## src/bpa_pkg.sv

```systemverilog
// shared types, constants and helpers of the buddy page allocator
package bpa_pkg;

  // default sizing
  localparam int unsigned DEF_TOP_ORDER  = 10;
  localparam int unsigned DEF_PAGE_SLOTS = 1024;

  // fixed field widths
  localparam int unsigned CMD_W      = 1;
  localparam int unsigned REQ_W      = 11;
  localparam int unsigned IDX_W      = 10;
  localparam int unsigned STAT_W     = 2;
  localparam int unsigned BLK_W      = 10;
  localparam int unsigned FREE_W     = 11;
  localparam int unsigned CFG_IDX_W  = 1;
  localparam int unsigned CFG_DATA_W = 11;

  // wide scratch width for index and bound arithmetic
  localparam int unsigned WW          = 18;
  // width of a rounded request order and its search limit
  localparam int unsigned RO_W        = 5;
  localparam int unsigned ORDER_LIMIT = 17;
  localparam int unsigned FREE_MAX    = 2047;

  typedef enum logic [CMD_W-1:0] {
    CMD_ALLOC = 1'b0,
    CMD_FREE  = 1'b1
  } cmd_e;

  typedef enum logic [STAT_W-1:0] {
    STAT_OK           = 2'd0,
    STAT_NO_BLOCK     = 2'd1,
    STAT_TOO_BIG      = 2'd2,
    STAT_ALREADY_FREE = 2'd3
  } status_e;

  typedef enum logic [CFG_IDX_W-1:0] {
    REG_REGION_PAGES = 1'b0,
    REG_TOTAL_PAGES  = 1'b1
  } reg_idx_e;

  typedef enum logic [3:0] {
    S_CLEAR,
    S_INIT,
    S_IDLE,
    S_SCAN,
    S_TAKE,
    S_SPLIT,
    S_PREAD,
    S_PUNLINK,
    S_PLINK,
    S_PFIX,
    S_FCHECK,
    S_PROBE,
    S_JOIN,
    S_FIN
  } fsm_state_e;

  typedef enum logic [3:0] {
    OP_NONE,
    OP_CLEAR,
    OP_INIT,
    OP_START,
    OP_SCAN,
    OP_TAKE,
    OP_SPLIT,
    OP_PREAD,
    OP_PUNLINK,
    OP_PLINK,
    OP_PFIX,
    OP_FCHECK,
    OP_PROBE,
    OP_JOIN,
    OP_FIN
  } dp_op_e;

  typedef struct packed {
    dp_op_e op;
    logic   idle;
  } ctrl_cmd_t;

  typedef struct packed {
    logic region_wr;
    logic clear_last;
    logic start_bad;
    logic start_free;
    logic found;
    logic scan_end;
    logic split_more;
    logic rd_free;
    logic probe_ok;
    logic buddy_match;
    logic mode_alloc;
    logic out_room;
  } dp_flags_t;

  // smallest order whose block holds n pages, zero pages counting as one
  function automatic logic [RO_W-1:0] round_order(input logic [REQ_W-1:0] n);
    logic [RO_W-1:0] o;
    o = '0;
    for (int k = 0; k < ORDER_LIMIT; k++) begin
      if ((WW'(1) << k) < WW'(n)) begin
        o = RO_W'(k + 1);
      end
    end
    return o;
  endfunction

endpackage

```

## src/bpa_ctrl.sv

```systemverilog
// sequencing state machine of the buddy page allocator
module bpa_ctrl (
  input  logic                clk_i,
  input  logic                rst_ni,
  input  logic                in_valid_i,
  input  bpa_pkg::dp_flags_t  flags_i,
  output bpa_pkg::ctrl_cmd_t  cmd_o
);
  import bpa_pkg::*;

  fsm_state_e state_q, state_d;

  // state register
  always_ff @(posedge clk_i or negedge rst_ni) begin
    if (!rst_ni) begin
      state_q <= S_CLEAR;
    end else begin
      state_q <= state_d;
    end
  end

  // next state
  always_comb begin
    state_d = state_q;
    unique case (state_q)
      S_CLEAR:   if (flags_i.clear_last) state_d = S_INIT;
      S_INIT:    state_d = S_IDLE;
      S_IDLE: begin
        if (in_valid_i) begin
          if (flags_i.start_bad) begin
            state_d = S_FIN;
          end else if (flags_i.start_free) begin
            state_d = S_FCHECK;
          end else begin
            state_d = S_SCAN;
          end
        end
      end
      S_SCAN: begin
        if (flags_i.found) begin
          state_d = S_TAKE;
        end else if (flags_i.scan_end) begin
          state_d = S_FIN;
        end
      end
      S_TAKE:    state_d = S_SPLIT;
      S_SPLIT:   state_d = flags_i.split_more ? S_PREAD : S_FIN;
      S_PREAD:   state_d = S_PUNLINK;
      S_PUNLINK: state_d = S_PLINK;
      S_PLINK:   state_d = S_PFIX;
      S_PFIX:    state_d = flags_i.mode_alloc ? S_SPLIT : S_FIN;
      S_FCHECK:  state_d = flags_i.rd_free ? S_FIN : S_PROBE;
      S_PROBE:   state_d = flags_i.probe_ok ? S_JOIN : S_PREAD;
      S_JOIN:    state_d = flags_i.buddy_match ? S_PROBE : S_PREAD;
      S_FIN:     if (flags_i.out_room) state_d = S_IDLE;
      default:   state_d = S_CLEAR;
    endcase
    // a region size write restarts the clearing pass
    if (flags_i.region_wr) begin
      state_d = S_CLEAR;
    end
  end

  // datapath command
  always_comb begin
    cmd_o.idle = (state_q == S_IDLE) && !flags_i.region_wr;
    cmd_o.op   = OP_NONE;
    unique case (state_q)
      S_CLEAR:   cmd_o.op = OP_CLEAR;
      S_INIT:    cmd_o.op = OP_INIT;
      S_IDLE:    if (in_valid_i && !flags_i.region_wr) cmd_o.op = OP_START;
      S_SCAN:    cmd_o.op = OP_SCAN;
      S_TAKE:    cmd_o.op = OP_TAKE;
      S_SPLIT:   cmd_o.op = OP_SPLIT;
      S_PREAD:   cmd_o.op = OP_PREAD;
      S_PUNLINK: cmd_o.op = OP_PUNLINK;
      S_PLINK:   cmd_o.op = OP_PLINK;
      S_PFIX:    cmd_o.op = OP_PFIX;
      S_FCHECK:  cmd_o.op = OP_FCHECK;
      S_PROBE:   cmd_o.op = OP_PROBE;
      S_JOIN:    cmd_o.op = OP_JOIN;
      S_FIN:     if (flags_i.out_room) cmd_o.op = OP_FIN;
      default:   cmd_o.op = OP_NONE;
    endcase
  end

endmodule

```

## config.mk

```make
export PLATFORM = sky130hd
export DESIGN_NAME = bpa_ctrl
export DESIGN_NICKNAME = d
export VERILOG_FILES = /design/src/bpa_pkg.sv /design/src/bpa_ctrl.sv
export SDC_FILE = /design/constraint.sdc
export NUM_CORES = 1
export LEC_CHECK = 0
export BUFFER_PORTS_ARGS = -buffer_cell sky130_fd_sc_hd__clkbuf_2
export CAP_MARGIN = 10
export CORE_AREA = 10 10 47 49
export CTS_CLUSTER_SIZE = 12
export DETAILED_ROUTE_END_ITERATION = 12
export DIE_AREA = 0 0 57 59
export PLACE_DENSITY = 0.7
export SYNTH_ARGS = -nofsm -noshare
export SYNTH_HDL_FRONTEND = slang
export SYNTH_SLANG_ARGS = --single-unit
```

## constraint.sdc

```tcl
create_clock -name clk_i -period 2.35 [get_ports clk_i]
set_input_delay 0.5875 -clock clk_i [delete_from_list [all_inputs] [get_ports clk_i]]
set_output_delay 0.5875 -clock clk_i [all_outputs]
set_load 0.01 [all_outputs]
```

==> run_results.csv, run 1 <==
group,metric,value,unit
outcome,status,"complete, no violations",
logic_synthesis,synth_area,568,sq um
power_and_ir_drop,peakVddDrop,399,uV
critical_path,worstPathArrival,1.62,ns
cts,cts_sinks,4,
critical_path,startpoint_type,"flip-flop",
worst_hold_path,hp-class,"input pin to async pin",
logic_synthesis,synth_top_area_share,17.6,%
logic_synthesis,yosysTopAreaCell,"dfrtp_1",
logic_synthesis,yosysSeqAreaShare,17.6,%
logic_synthesis,synth_area_leaders,"dfrtp_1, o21ai_0, nand2_1",
route,drc,0,
global_routing,grtUsageMet1,10.4,%
finish,nets,120,
logic_synthesis,avgSynthCellArea,6.61,sq um
logic_synthesis,synthFlopType,"dfrtp_1",
global_routing,grt_busiest_layer,"met2",
power_and_ir_drop,total_power,719,uW
global_routing,grt_max_degree,20,
finish,reg.largest.list,"state_q: 4 flops",
global_routing,grt_use_met2,17.8,%
logic_synthesis,synthTopCellsByCount,"o21ai_0, nand2_1, nor2_1",
global_routing,grt_first_pass_wirelength,2830,um
placed_design,routabilityCongestion,0.826,
global_routing,grt_pass1_vias,688,
sta,tightest_slew,0.546,ns
cts,cts_max_path_buffers,2,
cts,cts_setup_buffers,0,
global_routing,gr-usage-all-layers,9.97,%
finish,antennaDiodeCount,0,
route,firstDrtPassIters,4,
finish,fin_cells,119,
power_and_ir_drop,power_density,1050,nW/um^2
critical_path,reg2reg_slack,0.59,ns
critical_path,r2r_end,"state_q[3]",
sta,setup_ws,0.145,ns
route,drt_iter0_drc,10,
global_routing,antenna_found_initial,0,
placed_design,dp_hpwl,1270,um
route,viasPerCell,5.73,
sta,fin_tns_setup,0,ns
global_routing,use_met3,3.00,%
placed_design,pre_cts_ws,0.398,ns
critical_path,slowest_stage,"dfrtp_1",
route,ant_nets,0,
die,coreArea,1400,sq um
cts,cts_root_buf,"clkbuf_4",
critical_path,cp-end-kind,"primary output",
cts,clk_pin_slew,0.04,ns
finish,largest_reg_flops,4,
sta,timing.final.crit_period,2.21,ns
finish,utilization,48.8,%
sta,worst_slew_margin_rel,63.6,%
sta,finClkSkew,0.000307,ns
critical_path,r2r_cells,5,
logic_synthesis,synth_edf_count,0,
finish,drive_gt1_share,28.2,%
cts,cts_tree,"yes",
die,io_pins,20,
critical_path,critPathRequiredTime,1.76,ns
logic_synthesis,synthesis.nets,101,
die,dieArea,3360,sq um
logic_synthesis,synth_cell_types,35,
critical_path,path_cells,"or2b_1 -> and3_1 -> o21ai_0 -> clkbuf_2",
finish,syn_to_final_growth,20.5,%
logic_synthesis,ys_ff_latch,4,
sta,fmax,453,MHz
cts,cts_htree_levels,1,
die,row_count,14,
die,die_h,59,um
global_routing,grt_overflow,0,
sta,setup-violations-final,0,
logic_synthesis,yosysMostFrequentCell,"o21ai_0",
route,wl_per_cell,13.5,um
die,die_w,57,um
flow_run,max-cap-violations,0,
sta,hold_viol,0,
finish,largest_register,"state_q",
power_and_ir_drop,p_leak,0.297,nW
logic_synthesis,async_reset_ff_share,100,%
placed_design,dp.cells,116,
critical_path,crit_fanout,18,
cts,clk_latency,0.23,ns
critical_path,reg2reg_from,"state_q[3]",
critical_path,worstSetupPathType,"flip-flop to primary output",
logic_synthesis,synthCells,86,
sta,slew_viol_final,0,
cts,cts_buffers,3,
placed_design,port-buffer-count,19,
route,routed_wirelength,1610,um
logic_synthesis,yosys_warnings,0,
critical_path,slowest_delay,0.57,ns
route,vias,682,
die,start_util,40.5,%
sta,fin_crit_sh,93.8,%
==> per-layer routing <==
metal	wire length (um)	part of all wire, %
met4	14	0.87
met1	692	43
met5	0	0
met3	115	7.1
met2	787	49
==> worst max-delay path, delay by kind of cell, from the launching register on <==
kind,cells,cell delay [ns]
AOI/OAI and AO/OA,1,0.13
buffers and inverters,1,0.15
and+or+nand+nor,2,0.53
DFF,1,0.57
==> area by class of cell <==
class | count | area (sq um)
sequential | 4 | 100
multi-input combinational | 70 | 409
timing repair buffer | 22 | 118
tap | 16 | 20.0
inverter | 4 | 15.0
fill | 171 | 717
clock buffer | 3 | 22.5
==> where the power goes <==
| part | switching, mW | internal, mW |
|---|---|---|
| Combinational | 0.269 | 0.212 |
| Sequential | 0.0589 | 0.0945 |
| Clock | 0.0273 | 0.0571 |
==> worst max-delay path by stage <==
stage | start | end | slack [ns]
floorplan | state_q[3] | cmd_o[1] | 0.47
global placement | state_q[3] | cmd_o[1] | 0.43
detailed placement | state_q[3] | cmd_o[1] | 0.40
CTS | state_q[3] | cmd_o[1] | 0.14
global route | state_q[3] | cmd_o[3] | -0.002
finish | state_q[3] | cmd_o[1] | 0.14
==> placed cells by master, fill, tap and decap left out, drive strengths merged, types with 2 or more instances in the layout <==
| master | netlist | routed |
|---|---|---|
| nor2b | 3 | 3 |
| buf | 6 | 3 |
| o21ai | 14 | 14 |
| or2b | 2 | 2 |
| a21oi | 6 | 6 |
| nand2 | 13 | 13 |
| nor2 | 6 | 6 |
| nand2b | 2 | 2 |
| and3 | 2 | 2 |
| inv | 4 | 4 |
| nand3 | 2 | 2 |
| clkbuf | 2 | 22 |
| dfrtp | 4 | 4 |
| nand4b | 2 | 2 |
==> per-stage QoR <==
stage               area, sq um  hold slack, ns
floorplan                   568           0.292
global placement            659           0.394
detailed placement          659           0.398
CTS                         682           0.147
global route                684           0.155
finish                      684           0.151
==> logic make-up after synthesis <==
group,synth area share [%]
AOI/OAI and AO/OA,37.0
DFF,17.6
and+or+nand+nor,34.6
buffers and inverters,10.8
==> what timing repair did <==
item,4_1_cts,5_1_grt
hold buffers,0,0
endpoints found under the setup margin,0,2
gates resized for setup,0,1
Note: power is estimated with default switching activity, not from simulation.
==> run 2: changes to the inputs <==
RECOVER_POWER = 100   (was not set)
==> run 2 against run 1 <==
  * Critical path depth is the same
  * Sequential power is essentially flat
  * Die area is the same
  * Final cell count is the same
  * Non-clock buffer count is the same
  * Clock power is essentially flat
  * Via count grew 0.15%
==> run_results.csv, run 2 (synthesis results as in run 1) <==
group,metric,value,unit
outcome,status,"complete, no violations",
sta,timing.final.crit_period,2.21,ns
cts,cts_root_buf,"clkbuf_4",
finish,final_cell_mix,"clkbuf_2, o21ai_0, nand2_1",
sta,slew_viol_final,0,
sta,worst_slew_margin_rel,63.5,%
die,die_w,57,um
route,wl_per_cell,13.5,um
finish,reg.largest.list,"state_q: 4 flops",
cts,cts_setup_buffers,0,
route,drc,0,
die,die_h,59,um
critical_path,startpoint_type,"flip-flop",
critical_path,worstPathArrival,1.62,ns
cts,cts_tree,"yes",
die,row_count,14,
critical_path,reg2reg_slack,0.50,ns
finish,drive_gt1_share,26.2,%
placed_design,port-buffer-count,19,
cts,cts_max_path_buffers,2,
die,io_pins,20,
power_and_ir_drop,p_leak,0.293,nW
finish,nets,120,
cts,cts_buffers,3,
critical_path,crit_fanout,18,
sta,fin_crit_sh,93.9,%
placed_design,dp.cells,116,
cts,clk_pin_slew,0.04,ns
sta,hold_viol,0,
critical_path,slowest_stage,"dfrtp_1",
route,viasPerCell,5.74,
finish,largest_register,"state_q",
placed_design,place_area,659,sq um
placed_design,dp_hpwl,1270,um
sta,setup-violations-final,0,
finish,antennaDiodeCount,0,
critical_path,critPathTopFamily,"flip-flops",
global_routing,grt_first_pass_wirelength,2830,um
cts,cts_htree_levels,1,
route,routed_wirelength,1610,um
die,coreArea,1400,sq um
route,vias,683,
die,start_util,40.5,%
critical_path,slowest_delay,0.57,ns
sta,finClkSkew,0.000418,ns
route,drt_iter0_drc,14,
critical_path,critPathRequiredTime,1.76,ns
global_routing,grt_overflow,0,
cts,cts_sinks,4,
global_routing,antenna_found_initial,0,
sta,fmax,453,MHz
power_and_ir_drop,peakVddDrop,398,uV
global_routing,gr-usage-all-layers,9.97,%
finish,largest_reg_flops,4,
cts,clk_latency,0.23,ns
flow_run,max-cap-violations,0,
placed_design,routabilityCongestion,0.826,
route,firstDrtPassIters,4,
power_and_ir_drop,power_density,1050,nW/um^2
global_routing,grt_pass1_vias,688,
worst_hold_path,hp-class,"input pin to async pin",
finish,final_common_cell,"clkbuf_2",
critical_path,cp-end-kind,"primary output",
critical_path,worstSetupPathType,"flip-flop to primary output",
critical_path,path_cells,"or2b_1 -> and3_1 -> o21ai_0 -> clkbuf_2",
finish,syn_to_final_growth,18.3,%
critical_path,critPathBufInv,1,
global_routing,grt_max_degree,20,
finish,fin_cells,119,
die,dieArea,3360,sq um
sta,tightest_slew,0.547,ns
finish,stdcell_area,672,sq um
route,ant_nets,0,
==> run 2: cell types whose count changed in the layout (fill, tap and decap cells not counted) <==
cell / previous run / this run
a21oi_4: 1 / 0
clkbuf_2: 19 / 18
a21oi_1: 5 / 6
clkbuf_1: 0 / 1
==> run 2: repair_timing <==
item / in CTS / in global routing
setup endpoints to repair: 0 / 2
gates resized for setup: 0 / 1
hold buffers: 0 / 0
==> run 2: layout make-up <==
cell class | count | area [sq um]
Inverter | 4 | 15.0
Multi-Input combinational cell | 70 | 398
Timing Repair Buffer | 22 | 116
Sequential cell | 4 | 100
Tap cell | 16 | 20.0
Fill cell | 174 | 729
Clock buffer | 3 | 22.5
==> run 2: metal layers <==
metal	part of all wire [%]	wire [um]	vias up	GRT usage, %
met4	0.87	14	0	4.70
met3	7.1	115	2	3.00
met1	43	688	320	10.4
li1	-	-	345	-
met2	49	791	16	17.8
met5	0	0	-	0
==> run 2: report_power, final <==
| group | switching, mW | internal, mW | total, mW |
|---|---|---|---|
| combinational | 0.263 | 0.206 | 0.469 |
| sequential | 0.0590 | 0.0944 | 0.153 |
| clock | 0.0275 | 0.0571 | 0.0846 |
==> run 2: worst paths after layout <==
| kind | from | end | depth (start not counted) |
|---|---|---|---|
| worst min register to register | state_q[1] | state_q[1] | 2 |
| worst min-delay path | rst_ni | state_q[2] | 1 |
| worst max register to register | state_q[3] | state_q[3] | 5 |
| min in group clk_i | state_q[1] | state_q[1] | 2 |
| worst max-delay path | state_q[3] | cmd_o[1] | 4 |
| max in group asynchronous | rst_ni | state_q[1] | 1 |
==> run 2: metrics by stage <==
stage	TNS (ns)	power [mW]	hold slack (ns)	setup WS (ns)	utilization (%)
after floorplan	0	0.516	0.292	0.473	-
after global placement	0	0.623	0.394	0.430	47.1
after detailed placement	0	0.633	0.398	0.398	47.1
after CTS	0	0.721	0.147	0.142	48.7
after global routing	-0.00221	0.788	0.191	-0.00221	47.9
final	0	0.707	0.169	0.144	47.9
